## config.mk

```make
export PLATFORM = sky130hd
export DESIGN_NAME = mep_map
export DESIGN_NICKNAME = d
export VERILOG_FILES = /design/src/rtl/core/mep_pkg.sv /design/src/rtl/core/mep_map.sv
export SDC_FILE = /design/constraint.sdc
export NUM_CORES = 2
export LEC_CHECK = 0
export BUFFER_PORTS_ARGS = -buffer_cell sky130_fd_sc_hd__clkbuf_2
export CORE_ASPECT_RATIO = 1.25
export CORE_UTILIZATION = 55
export CTS_BUF_LIST = sky130_fd_sc_hd__clkbuf_8
export DETAILED_ROUTE_END_ITERATION = 8
export GPL_TIMING_DRIVEN = 1
export PLACE_DENSITY = 0.72
export SYNTH_ARGS = -nofsm -noshare
export SYNTH_HDL_FRONTEND = slang
export SYNTH_SLANG_ARGS = --single-unit
```

## constraint.sdc

```tcl
create_clock -name clk -period 4.9 [get_ports clk]
set_input_delay 0 -clock clk [delete_from_list [all_inputs] [get_ports clk]]
set_output_delay 0 -clock clk [all_outputs]
set_load 0.05 [all_outputs]
```

## src/rtl/core/mep_pkg.sv

```systemverilog
package mep_pkg;

    localparam int FRAC_BITS = 28;
    localparam int CNT_W     = 8;
    localparam int IDX_W     = 3;

    // configuration register indexes
    localparam logic [IDX_W-1:0] REG_ZOOM_SCALE = 3'd0;
    localparam logic [IDX_W-1:0] REG_PAN_REAL   = 3'd1;
    localparam logic [IDX_W-1:0] REG_PAN_IMAG   = 3'd2;
    localparam logic [IDX_W-1:0] REG_SHIFT_X    = 3'd3;
    localparam logic [IDX_W-1:0] REG_SHIFT_Y    = 3'd4;

    localparam logic [30:0]        ZOOM_RESET = 31'd2684355;
    localparam logic signed [31:0] PANR_RESET = -32'sd268435;
    localparam logic signed [31:0] PANI_RESET = 32'sd0;

    typedef struct packed {
        logic [30:0]        zoom_scale;
        logic signed [31:0] pan_real;
        logic signed [31:0] pan_imag;
        logic signed [15:0] shift_x;
        logic signed [15:0] shift_y;
    } cfg_t;

    // one pixel between iteration stages
    typedef struct packed {
        logic               valid;
        logic               done;
        logic [CNT_W-1:0]   cnt;
        logic signed [31:0] zr;
        logic signed [31:0] zi;
        logic signed [31:0] cr;
        logic signed [31:0] ci;
        logic [8:0]         px;
        logic [8:0]         py;
    } iter_pkt_t;

    // products, between the two halves of an iteration
    typedef struct packed {
        logic               valid;
        logic               done;
        logic [CNT_W-1:0]   cnt;
        logic signed [63:0] rr;
        logic signed [63:0] ii;
        logic signed [63:0] ri;
        logic signed [31:0] cr;
        logic signed [31:0] ci;
        logic [8:0]         px;
        logic [8:0]         py;
    } prod_pkt_t;

    function automatic logic signed [31:0] sat32(input logic signed [64:0] v);
        if (v > 65'sd2147483647)
            return 32'sh7fffffff;
        else if (v < -65'sd2147483648)
            return 32'sh80000000;
        else
            return v[31:0];
    endfunction

    // x mod 255 by folding bytes (2^8 == 1 mod 255)
    function automatic logic [7:0] mod255(input logic [16:0] x);
        logic [8:0] s;
        logic [8:0] t;
        s = {1'b0, x[7:0]} + {1'b0, x[15:8]} + {8'd0, x[16]};
        t = {1'b0, s[7:0]} + {8'd0, s[8]};
        if (t >= 9'd255)
            t = t - 9'd255;
        return t[7:0];
    endfunction

endpackage

```

## src/rtl/core/mep_map.sv

```systemverilog
module mep_map
(
    input  logic              clk,
    input  logic              rst_n,
    input  logic              en,
    input  logic              in_valid,
    input  logic [8:0]        pixel_x,
    input  logic [8:0]        pixel_y,
    input  mep_pkg::cfg_t     cfg,
    output mep_pkg::iter_pkt_t pkt_out
);
    import mep_pkg::*;

    logic signed [17:0] pos_x;
    logic signed [17:0] pos_y;
    logic signed [31:0] zoom_s;
    logic signed [49:0] prod_x_reg;
    logic signed [49:0] prod_y_reg;
    logic [8:0]         px_reg;
    logic [8:0]         py_reg;
    logic               v1_reg;
    logic signed [64:0] sum_x;
    logic signed [64:0] sum_y;
    iter_pkt_t          out_reg;

    assign pos_x  = $signed({8'd0, pixel_x, 1'b0}) + 18'(cfg.shift_x);
    assign pos_y  = $signed({8'd0, pixel_y, 1'b0}) + 18'(cfg.shift_y);
    assign zoom_s = $signed({1'b0, cfg.zoom_scale});

    // floor halving, then pan
    assign sum_x = 65'(prod_x_reg >>> 1) + 65'(cfg.pan_real);
    assign sum_y = 65'(prod_y_reg >>> 1) + 65'(cfg.pan_imag);

    always_ff @(posedge clk or negedge rst_n)
    begin
        if (!rst_n)
        begin
            v1_reg     <= 1'b0;
            prod_x_reg <= '0;
            prod_y_reg <= '0;
            px_reg     <= '0;
            py_reg     <= '0;
            out_reg    <= '0;
        end
        else if (en)
        begin
            v1_reg        <= in_valid;
            out_reg.valid <= v1_reg;
            prod_x_reg    <= 50'(pos_x) * 50'(zoom_s);
            prod_y_reg    <= 50'(pos_y) * 50'(zoom_s);
            px_reg        <= pixel_x;
            py_reg        <= pixel_y;
            out_reg.done  <= 1'b0;
            out_reg.cnt   <= '0;
            out_reg.cr    <= sat32(sum_x);
            out_reg.ci    <= sat32(sum_y);
            out_reg.zr    <= sat32(sum_x);
            out_reg.zi    <= sat32(sum_y);
            out_reg.px    <= px_reg;
            out_reg.py    <= py_reg;
        end
    end

    assign pkt_out = out_reg;

endmodule

```

==> results.ini <==
[status]
outcome=finished with violations
violations=negative setup slack

[drt]
wl_per_cell_microns=18.4
drc_errors=0
wirelength_microns=142000
ant_nets=0
drt_iter0_drc=2740
via_count=42200
drt-pass1-iter-count=5
viasPerCell=5.47

[layout]
fill_cells=7127
layout_commonest_cell=inv_1
register_area_sq_mm=0.00495
multi_input_area_sq_mm=0.0415
finish.net_count=7958
drive_gt1_share_pct=24.3
areaGrowthSynthToFinish_pct=22.3
largest_reg_flops=83
final_cell_mix=inv_1 (1108), fa_1 (852), nand2_1 (748), buf_4 (558), ha_1 (370)
fin_util_pct=67.9

[timing]
drv_slew=0
fin_crit_sh_pct=154
rsz0062_at_grt=yes
hold_viol_final=0
fin_ws_ps=-2620
post-route-min-period_ps=7520
fmax_ghz=0.133
max_slew_margin_pct=20.2
setup_violations=81
tightest_slew_ps=1190
fin_skew_ps=17.6

[yosys]
synth_cell_types=92
syn_avg_cell_area_sq_um=8.65
synthFlopType=dfrtp_1
synth-seq-area-share_pct=9.91
synth_edf_count=0
netlist_area_sq_mm=0.0500
async_flop_share_pct=100
synth_cells=5782
yosysWarnings=0
synth-seq-cells=198

[clock_tree]
cts_sinks=198
htree_levels=4
clkTransAtPathRegs_ps=120
cts_buffer_depth=2
clkLatencyLatePin_ps=640
cts_made_buffers=17
cts_tree=built
cts-root-buf=clkbuf_8

[floorplanning]
die_width_microns=272
dieArea_sq_mm=0.0921
pin_count=305
row_count=123
core_area_sq_mm=0.0900
initial_core_util_pct=55.5
die_h_microns=339

[global_routing]
grt_max_degree=118
grt_pass1_wl_microns=229000
grt_pass1_vias=44300
antenna_found_initial=2
grt.total_usage_pct=31.3
grt-ovfl-total=0

[worst_setup_path]
crit_path_end_kind=flop
cp_data_arrival_time_ps=8050
cpMostUsedCell=fa_1
crit_required_ps=5430
crit_path_top_delay_cell=fa_1
startpoint_type=input pin
crit_type=input pin to flop
max_stage_delay_ps=530
crit_fanout=5

[placement]
place.gp.congestion=0.982
portBuffers=295
hpwl_microns=115000

[worst_hold_path]
hp-class=input pin to flop

[flow_run]
maxCapViolCount=0

## cells in the mapped netlist (all sizes together), types with 13 or more instances
master  instances  area share [%]
o21ai         171             1.7
nand2b         42            0.53
o211ai         18            0.29
xnor2         113             2.0
o22ai          61             1.2
nand3          37            0.38
inv          1152             8.6
fa            872              35
a31oi          25            0.31
clkbuf        258             1.9
xor2           60             1.1
buf           101             1.5
a21o           98             1.5
a21boi         16            0.24
o31ai          13            0.20
o21a           31            0.47
nor4           15            0.22
or2            28            0.35
and3           19            0.24
ha            426              11
a21oi         232             2.3
nor2b          33            0.41
o21bai         35            0.53
and2          357             4.5
nand2         775             5.8
or3            18            0.23
mux2          108             2.4
nor3           43            0.44
nand4          51            0.64
a211oi         25            0.43
nor2          222             1.7
dfrtp         198             9.9
## per-layer routing
layer	vias up	share of wire, %	wire length (microns)	GRT usage [%]
met3	308	4.8	6830	3.22
met5	-	0	0	0
met1	21200	41	57500	39.9
met4	0	4.0	5600	12.5
met2	1305	51	71600	54.2
li1	19400	-	-	-
## timing repair
action | 4_1_cts | 5_1_grt
resized for setup | 234 | 239
hold buffers | 81 | 0
setup buffers | 72 | 58
endpoints found under the hold margin | 167 | 0
gates cloned | 4 | 1
pin swaps | 87 | 134
setup endpoints to repair | 79 | 84
## area by class of cell
type,count,share of cell area (%)
inverters,1152,7.07
flip-flops and latches,198,8.10
multi-input cells,4082,67.9
clock inverters,14,0.256
repair buffers,1060,13.8
diodes,1,0.00409
clock buffers,18,0.405
well taps,1187,2.43
## logic make-up after synthesis
logic type                 share of synthesized area, %
and+or+nand+nor                                    16.1
AOI/OAI and AO/OA                                  10.9
other                                           0.00750
DFF                                                9.91
adders and majority gates                          45.6
muxes                                              2.47
buffers and inverters                              12.1
xor gates and xnor gates                           3.03
## worst max-delay path, delay by kind of cell
kind	cells	cell delay (ps)
AOI/OAI and AO/OA	13	2410
and+or+nand+nor	6	1030
xor gates and xnor gates	2	210
muxes	1	260
buffers and inverters	6	490
adders and majority gates	9	3620
## per-stage QoR
step           TNS [ps]  hold WS, ps  cells  worst slack [ps]  area (sq um)
2_1_floorplan   -146560         -296   5790             -2800         50800
3_3_place_gp    -198020         82.2   7511             -3180         57100
3_5_place_dp    -206570         93.9   7511             -3340         57100
4_1_cts         -137360         6.18   7688             -2400         60000
5_1_grt         -168210          101   7712             -2860         61200
6_report        -149210         74.1   7712             -2620         61200
## worst paths after layout
| check | from | to | slack (ps) | depth (start not counted) |
|---|---|---|---|---|
| min reg2reg | prod_y_reg[5] | prod_y_reg[5] | 510 | 2 |
| max reg2reg | prod_x_reg[1] | pkt_out[114] | 200 | 16 |
| max | pixel_x[0] | prod_x_reg[35] | -2620 | 37 |
| min | cfg[85] | pkt_out[135] | 70 | 5 |
| min in group asynchronous | rst_n | pkt_out[117] | 540 | 4 |
| max in group asynchronous | rst_n | prod_y_reg[30] | 3700 | 4 |
Power is left out: the tool's default activity adds up to more than one toggle a clock period on the data nets, which glitch-free logic cannot reach.
