File: src/rtl/core/mep_pkg.sv
package mep_pkg;

    localparam int FRAC_BITS = 28;
    localparam int CNT_W     = 8;
    localparam int IDX_W     = 3;

    // configuration register indexes
    localparam logic [IDX_W-1:0] REG_ZOOM_SCALE = 3'd0;
    localparam logic [IDX_W-1:0] REG_PAN_REAL   = 3'd1;
    localparam logic [IDX_W-1:0] REG_PAN_IMAG   = 3'd2;
    localparam logic [IDX_W-1:0] REG_SHIFT_X    = 3'd3;
    localparam logic [IDX_W-1:0] REG_SHIFT_Y    = 3'd4;

    localparam logic [30:0]        ZOOM_RESET = 31'd2684355;
    localparam logic signed [31:0] PANR_RESET = -32'sd268435;
    localparam logic signed [31:0] PANI_RESET = 32'sd0;

    typedef struct packed {
        logic [30:0]        zoom_scale;
        logic signed [31:0] pan_real;
        logic signed [31:0] pan_imag;
        logic signed [15:0] shift_x;
        logic signed [15:0] shift_y;
    } cfg_t;

    // one pixel between iteration stages
    typedef struct packed {
        logic               valid;
        logic               done;
        logic [CNT_W-1:0]   cnt;
        logic signed [31:0] zr;
        logic signed [31:0] zi;
        logic signed [31:0] cr;
        logic signed [31:0] ci;
        logic [8:0]         px;
        logic [8:0]         py;
    } iter_pkt_t;

    // products, between the two halves of an iteration
    typedef struct packed {
        logic               valid;
        logic               done;
        logic [CNT_W-1:0]   cnt;
        logic signed [63:0] rr;
        logic signed [63:0] ii;
        logic signed [63:0] ri;
        logic signed [31:0] cr;
        logic signed [31:0] ci;
        logic [8:0]         px;
        logic [8:0]         py;
    } prod_pkt_t;

    function automatic logic signed [31:0] sat32(input logic signed [64:0] v);
        if (v > 65'sd2147483647)
            return 32'sh7fffffff;
        else if (v < -65'sd2147483648)
            return 32'sh80000000;
        else
            return v[31:0];
    endfunction

    // x mod 255 by folding bytes (2^8 == 1 mod 255)
    function automatic logic [7:0] mod255(input logic [16:0] x);
        logic [8:0] s;
        logic [8:0] t;
        s = {1'b0, x[7:0]} + {1'b0, x[15:8]} + {8'd0, x[16]};
        t = {1'b0, s[7:0]} + {8'd0, s[8]};
        if (t >= 9'd255)
            t = t - 9'd255;
        return t[7:0];
    endfunction

endpackage

File: src/rtl/core/mep_color.sv
module mep_color
(
    input  logic                       clk,
    input  logic                       rst_n,
    input  logic                       en,
    input  mep_pkg::iter_pkt_t         pkt_in,
    output logic                       out_valid,
    output logic [5:0]                 iter_count,
    output logic [7:0]                 red,
    output logic [7:0]                 green,
    output logic [7:0]                 blue
);
    import mep_pkg::*;

    logic             v1_reg;
    logic [CNT_W-1:0] cnt_reg;
    logic [16:0]      gx_reg;
    logic [16:0]      by_reg;
    logic             valid_reg;
    logic [5:0]       count_reg;
    logic [7:0]       red_reg;
    logic [7:0]       green_reg;
    logic [7:0]       blue_reg;

    always_ff @(posedge clk or negedge rst_n)
    begin
        if (!rst_n)
        begin
            v1_reg    <= 1'b0;
            valid_reg <= 1'b0;
        end
        else if (en)
        begin
            v1_reg    <= pkt_in.valid;
            valid_reg <= v1_reg;
        end
    end

    always_ff @(posedge clk)
    begin
        if (en)
        begin
            cnt_reg   <= pkt_in.cnt;
            gx_reg    <= 17'(pkt_in.cnt) * 17'(pkt_in.px);
            by_reg    <= 17'(pkt_in.cnt) * 17'(pkt_in.py);
            count_reg <= cnt_reg[5:0];
            red_reg   <= {cnt_reg[4:0], 3'b000};
            green_reg <= mod255(gx_reg);
            blue_reg  <= mod255(by_reg);
        end
    end

    assign out_valid  = valid_reg;
    assign iter_count = count_reg;
    assign red        = red_reg;
    assign green      = green_reg;
    assign blue       = blue_reg;

endmodule

File: config.mk
export PLATFORM = sky130hd
export DESIGN_NAME = mep_color
export DESIGN_NICKNAME = d
export VERILOG_FILES = /design/src/rtl/core/mep_pkg.sv /design/src/rtl/core/mep_color.sv
export SDC_FILE = /design/constraint.sdc
export NUM_CORES = 1
export LEC_CHECK = 0
export BUFFER_PORTS_ARGS = -buffer_cell sky130_fd_sc_hd__buf_2
export CAP_MARGIN = 15
export CELL_PAD_IN_SITES_DETAIL_PLACEMENT = 0
export CELL_PAD_IN_SITES_GLOBAL_PLACEMENT = 2
export CORE_MARGIN = 4
export CORE_UTILIZATION = 37
export CTS_CLUSTER_DIAMETER = 150
export DETAILED_ROUTE_END_ITERATION = 7
export PLACE_DENSITY = 0.95
export SLEW_MARGIN = 20
export SYNTH_ARGS = -nofsm -noshare
export SYNTH_HDL_FRONTEND = slang
export SYNTH_SLANG_ARGS = --single-unit
File: constraint.sdc
create_clock -name clk -period 6.2 [get_ports clk]
set_input_delay 0.93 -clock clk [delete_from_list [all_inputs] [get_ports clk]]
set_output_delay 0.93 -clock clk [all_outputs]
set_load 0.03 [all_outputs]
==> flow_summary.yaml <==
status:
  status: "completed"
logic_synthesis:
  synthesis.area_sq_mm: 0.00812
  ys_seq_area_share_pct: 23.6
  ys.flop_type: "edfxtp_1"
  synthXorXnorAreaFrac_pct: 4.64
  synth_area_per_cell_sq_um: 9.88
  synth_edf_count: 62
  synthMuxAreaShare_pct: 0.401
  ys_seq_elements: 64
  syn_inst: 822
  synth_top_family_by_area: "adder cells"
  synth_cell_types: 64
  synthSimpleGateAreaFrac_pct: 18.1
  synth_compound_area_share_pct: 9.37
  async_flop_share_pct: 3.13
  yosys.area_share.adder_pct: 36.2
  yosys_warnings: 0
routing:
  drtAntennaViolNets: 0
  drc_errors: 0
  firstDrtPassIters: 4
  avgViaCountPerCell: 4.92
  initialDrtViolationCount: 264
  dr_total_vias: 5682
  wl_um: 15100
  wl_per_cell_um: 13.1
sta:
  fin_crit_ns: 5.16
  worstMarginPinSlew_ns: 0.802
  hold_viol: 0
  fin_crit_sh_pct: 83.1
  rsz0062_at_grt: "false"
  fmax_mhz: 194
  tns_ns: 0
  final_max_slew_viol_count: 0
  whs_ns: 0.381
  setup_viol: 0
  finClkSkew_ns: 0.00437
  slew_headroom_pct: 46.5
worst_setup_path:
  path_cells: "buf_2 -> nand2_1 -> fa_1 -> fa_1 -> inv_1 -> fa_1 -> inv_1 -> fa_1 -> inv_1 -> ha_1 -> o21ai_0 -> nand2b_1 -> a31o_2 -> a41o_1 -> o41a_1 -> xor2_1"
  max_stage_delay_ns: 0.55
  critPathMaxFanout: 18
  critPathTopFamily: "adder cells"
  cpMaxStageDelayCell: "fa_1"
  crit_top_cell: "fa_1"
  path_depth: 16
  required_ns: 6.26
  critPathLaunchType: "input port"
  cp.buffers_inverters: 4
  reg2reg_depth: 16
  end_kind: "flip-flop"
  critical_path_class: "input port to flip-flop"
  critPathArrivalTime_ns: 5.22
final_layout:
  multi_input_area_sq_mm: 0.00559
  regArea_sq_mm: 0.00191
  drive_gt1_share_pct: 10.2
  area_growth_pct: 11.0
  finalNonFillerCells: 1155
  final_nets: 1216
  num_antenna_cells: 0
  fillers: 2098
global_routing:
  grt_pass1_vias: 5670
  grt_pass1_wl_um: 26700
  overflow: 0
  grt_start_max_net_pins: 65
  grt_usage_pct: 13.2
  antenna_found_initial: 0
cts:
  clk_pin_slew_ns: 0.06
  cts_resized: 0
  clock-sinks: 64
  cts_root_buf: "clkbuf_16"
  cts_made_buffers: 9
  clk_path_buf_depth: 2
  htreeDepth: 3
  hold_buffers: 0
  worstSkewPairLatency_ns: 0.33
  cts_tree: "built"
  post_cts_buffers: 0
power_and_ir_drop:
  peakVddDrop_mv: 0.180
  p_leak_nw: 4.24
  p_per_area_mw_per_mm2: 473
place:
  gp_congestion: 0.768
  dp_cells: 1139
  io_buffers: 57
  place_hpwl_um: 12400
die:
  core-area_sq_mm: 0.0213
  pin_count: 190
  rows: 53
  die_height_um: 156
  die_w_um: 156
  initial_core_util_pct: 38.1
  dieArea_sq_mm: 0.0244
worst_hold_path:
  hold_path.class: "input port to async pin"
flow_run:
  max_cap_violations: 0
-- cell usage in the layout (no fill, tap or decap), types with 9 or more instances in the layout --
cell	n
a21oi_1	21
a31oi_1	12
edfxtp_1	62
xnor2_1	29
buf_2	57
nor2_1	34
nor3_1	14
ha_1	94
and2_1	123
nand3_1	12
inv_1	140
clkbuf_16	9
o21ai_0	9
fa_1	88
nand2_1	41
a21o_1	10
xor2_1	14
-- logic make-up after synthesis --
logic type	after synthesis
XOR/XNOR	43
buffers and inverters	158
multiplexers	3
adder cells (fa/ha/maj)	182
other	1
flip-flops	64
AND/OR/NAND/NOR	263
AO/OA/AOI/OAI	108
-- synthesized netlist by cell type, drive strengths merged (3+ instances only) --
master | number | share of area, %
inv | 140 | 6.5
and2 | 123 | 9.5
ha | 94 | 14
fa | 88 | 22
edfxtp | 62 | 23
nand2 | 41 | 1.9
nor2 | 34 | 1.6
xnor2 | 29 | 3.1
a21oi | 22 | 1.4
o21ai | 15 | 0.92
nor3 | 14 | 0.86
xor2 | 14 | 1.5
a31oi | 12 | 0.92
nand3 | 12 | 0.74
or2 | 11 | 0.85
a21o | 10 | 0.92
buf | 9 | 0.80
clkbuf | 9 | 0.42
o21a | 6 | 0.55
o21bai | 6 | 0.55
o22ai | 6 | 0.46
or3 | 5 | 0.39
a211oi | 4 | 0.55
nand2b | 4 | 0.31
a2111oi | 3 | 0.32
a31o | 3 | 0.32
a41o | 3 | 0.37
nor4b | 3 | 0.40
o2111ai | 3 | 0.32
-- area by class of cell --
class | instances | share of cell area, %
multi-input combinational | 602 | 62.1
sequential | 64 | 21.2
inverter | 140 | 5.83
tap | 275 | 3.82
timing repair buffer | 58 | 3.25
clock buffer | 9 | 2.50
clock inverter | 7 | 1.32
-- worst paths after layout --
kind                                      start                       to  slack, ns
setup / recovery                    pkt_in[153]     gx_reg[15]$_DFFE_PP_       1.04
hold / removal                            rst_n       v1_reg$_DFFE_PN0P_       0.38
setup reg to reg            by_reg[0]$_DFFE_PP_        blue[0]$_DFFE_PP_       2.23
hold reg to reg            cnt_reg[5]$_DFFE_PP_  iter_count[5]$_DFFE_PP_       0.42
max in group asynchronous                 rst_n    out_valid$_DFFE_PN0P_       5.72
min in group clk           cnt_reg[5]$_DFFE_PP_  iter_count[5]$_DFFE_PP_       0.42
-- metrics by stage --
step | worst slack [ns] | power, mW | area, sq um | utilization, %
after CTS | 1.04 | 4.32 | 9010 | 42.3
after floorplan | 1.04 | 3.09 | 8130 | -
after detailed placement | 0.680 | 3.71 | 8660 | 40.7
after global placement | 0.746 | 3.68 | 8660 | 40.7
final | 1.04 | 4.26 | 9010 | 42.3
after global routing | 0.881 | 4.74 | 9010 | 42.3
-- worst reg2reg max path: stages, from the launching register on --
cell and delay (ns):
edfxtp_1 0.39, fa_1 0.48, inv_1 0.09, fa_1 0.21, and2b_1 0.22, o221a_1 0.23
o31ai_1 0.27, nand2b_1 0.09, a21o_1 0.21, ha_1 0.21, ha_1 0.20, nand2_1 0.12
or4_1 0.17, and4b_1 0.21, a211oi_2 0.34, or2_1 0.18, a31oi_1 0.08
-- where the power goes --
group	internal [mW]	switching, mW
clock	0.393	0.182
combinational	1.17	1.71
sequential	0.762	0.0454
total	2.33	1.93
-- metal layers --
metal	vias up	global-route usage [%]	share of wire [%]
met2	111	20.7	44
met1	2727	19.2	51
met4	0	2.77	0.54
met5	-	0	0
li1	2838	-	-
met3	6	2.41	4.7
Power figures use the tool's default switching activity.
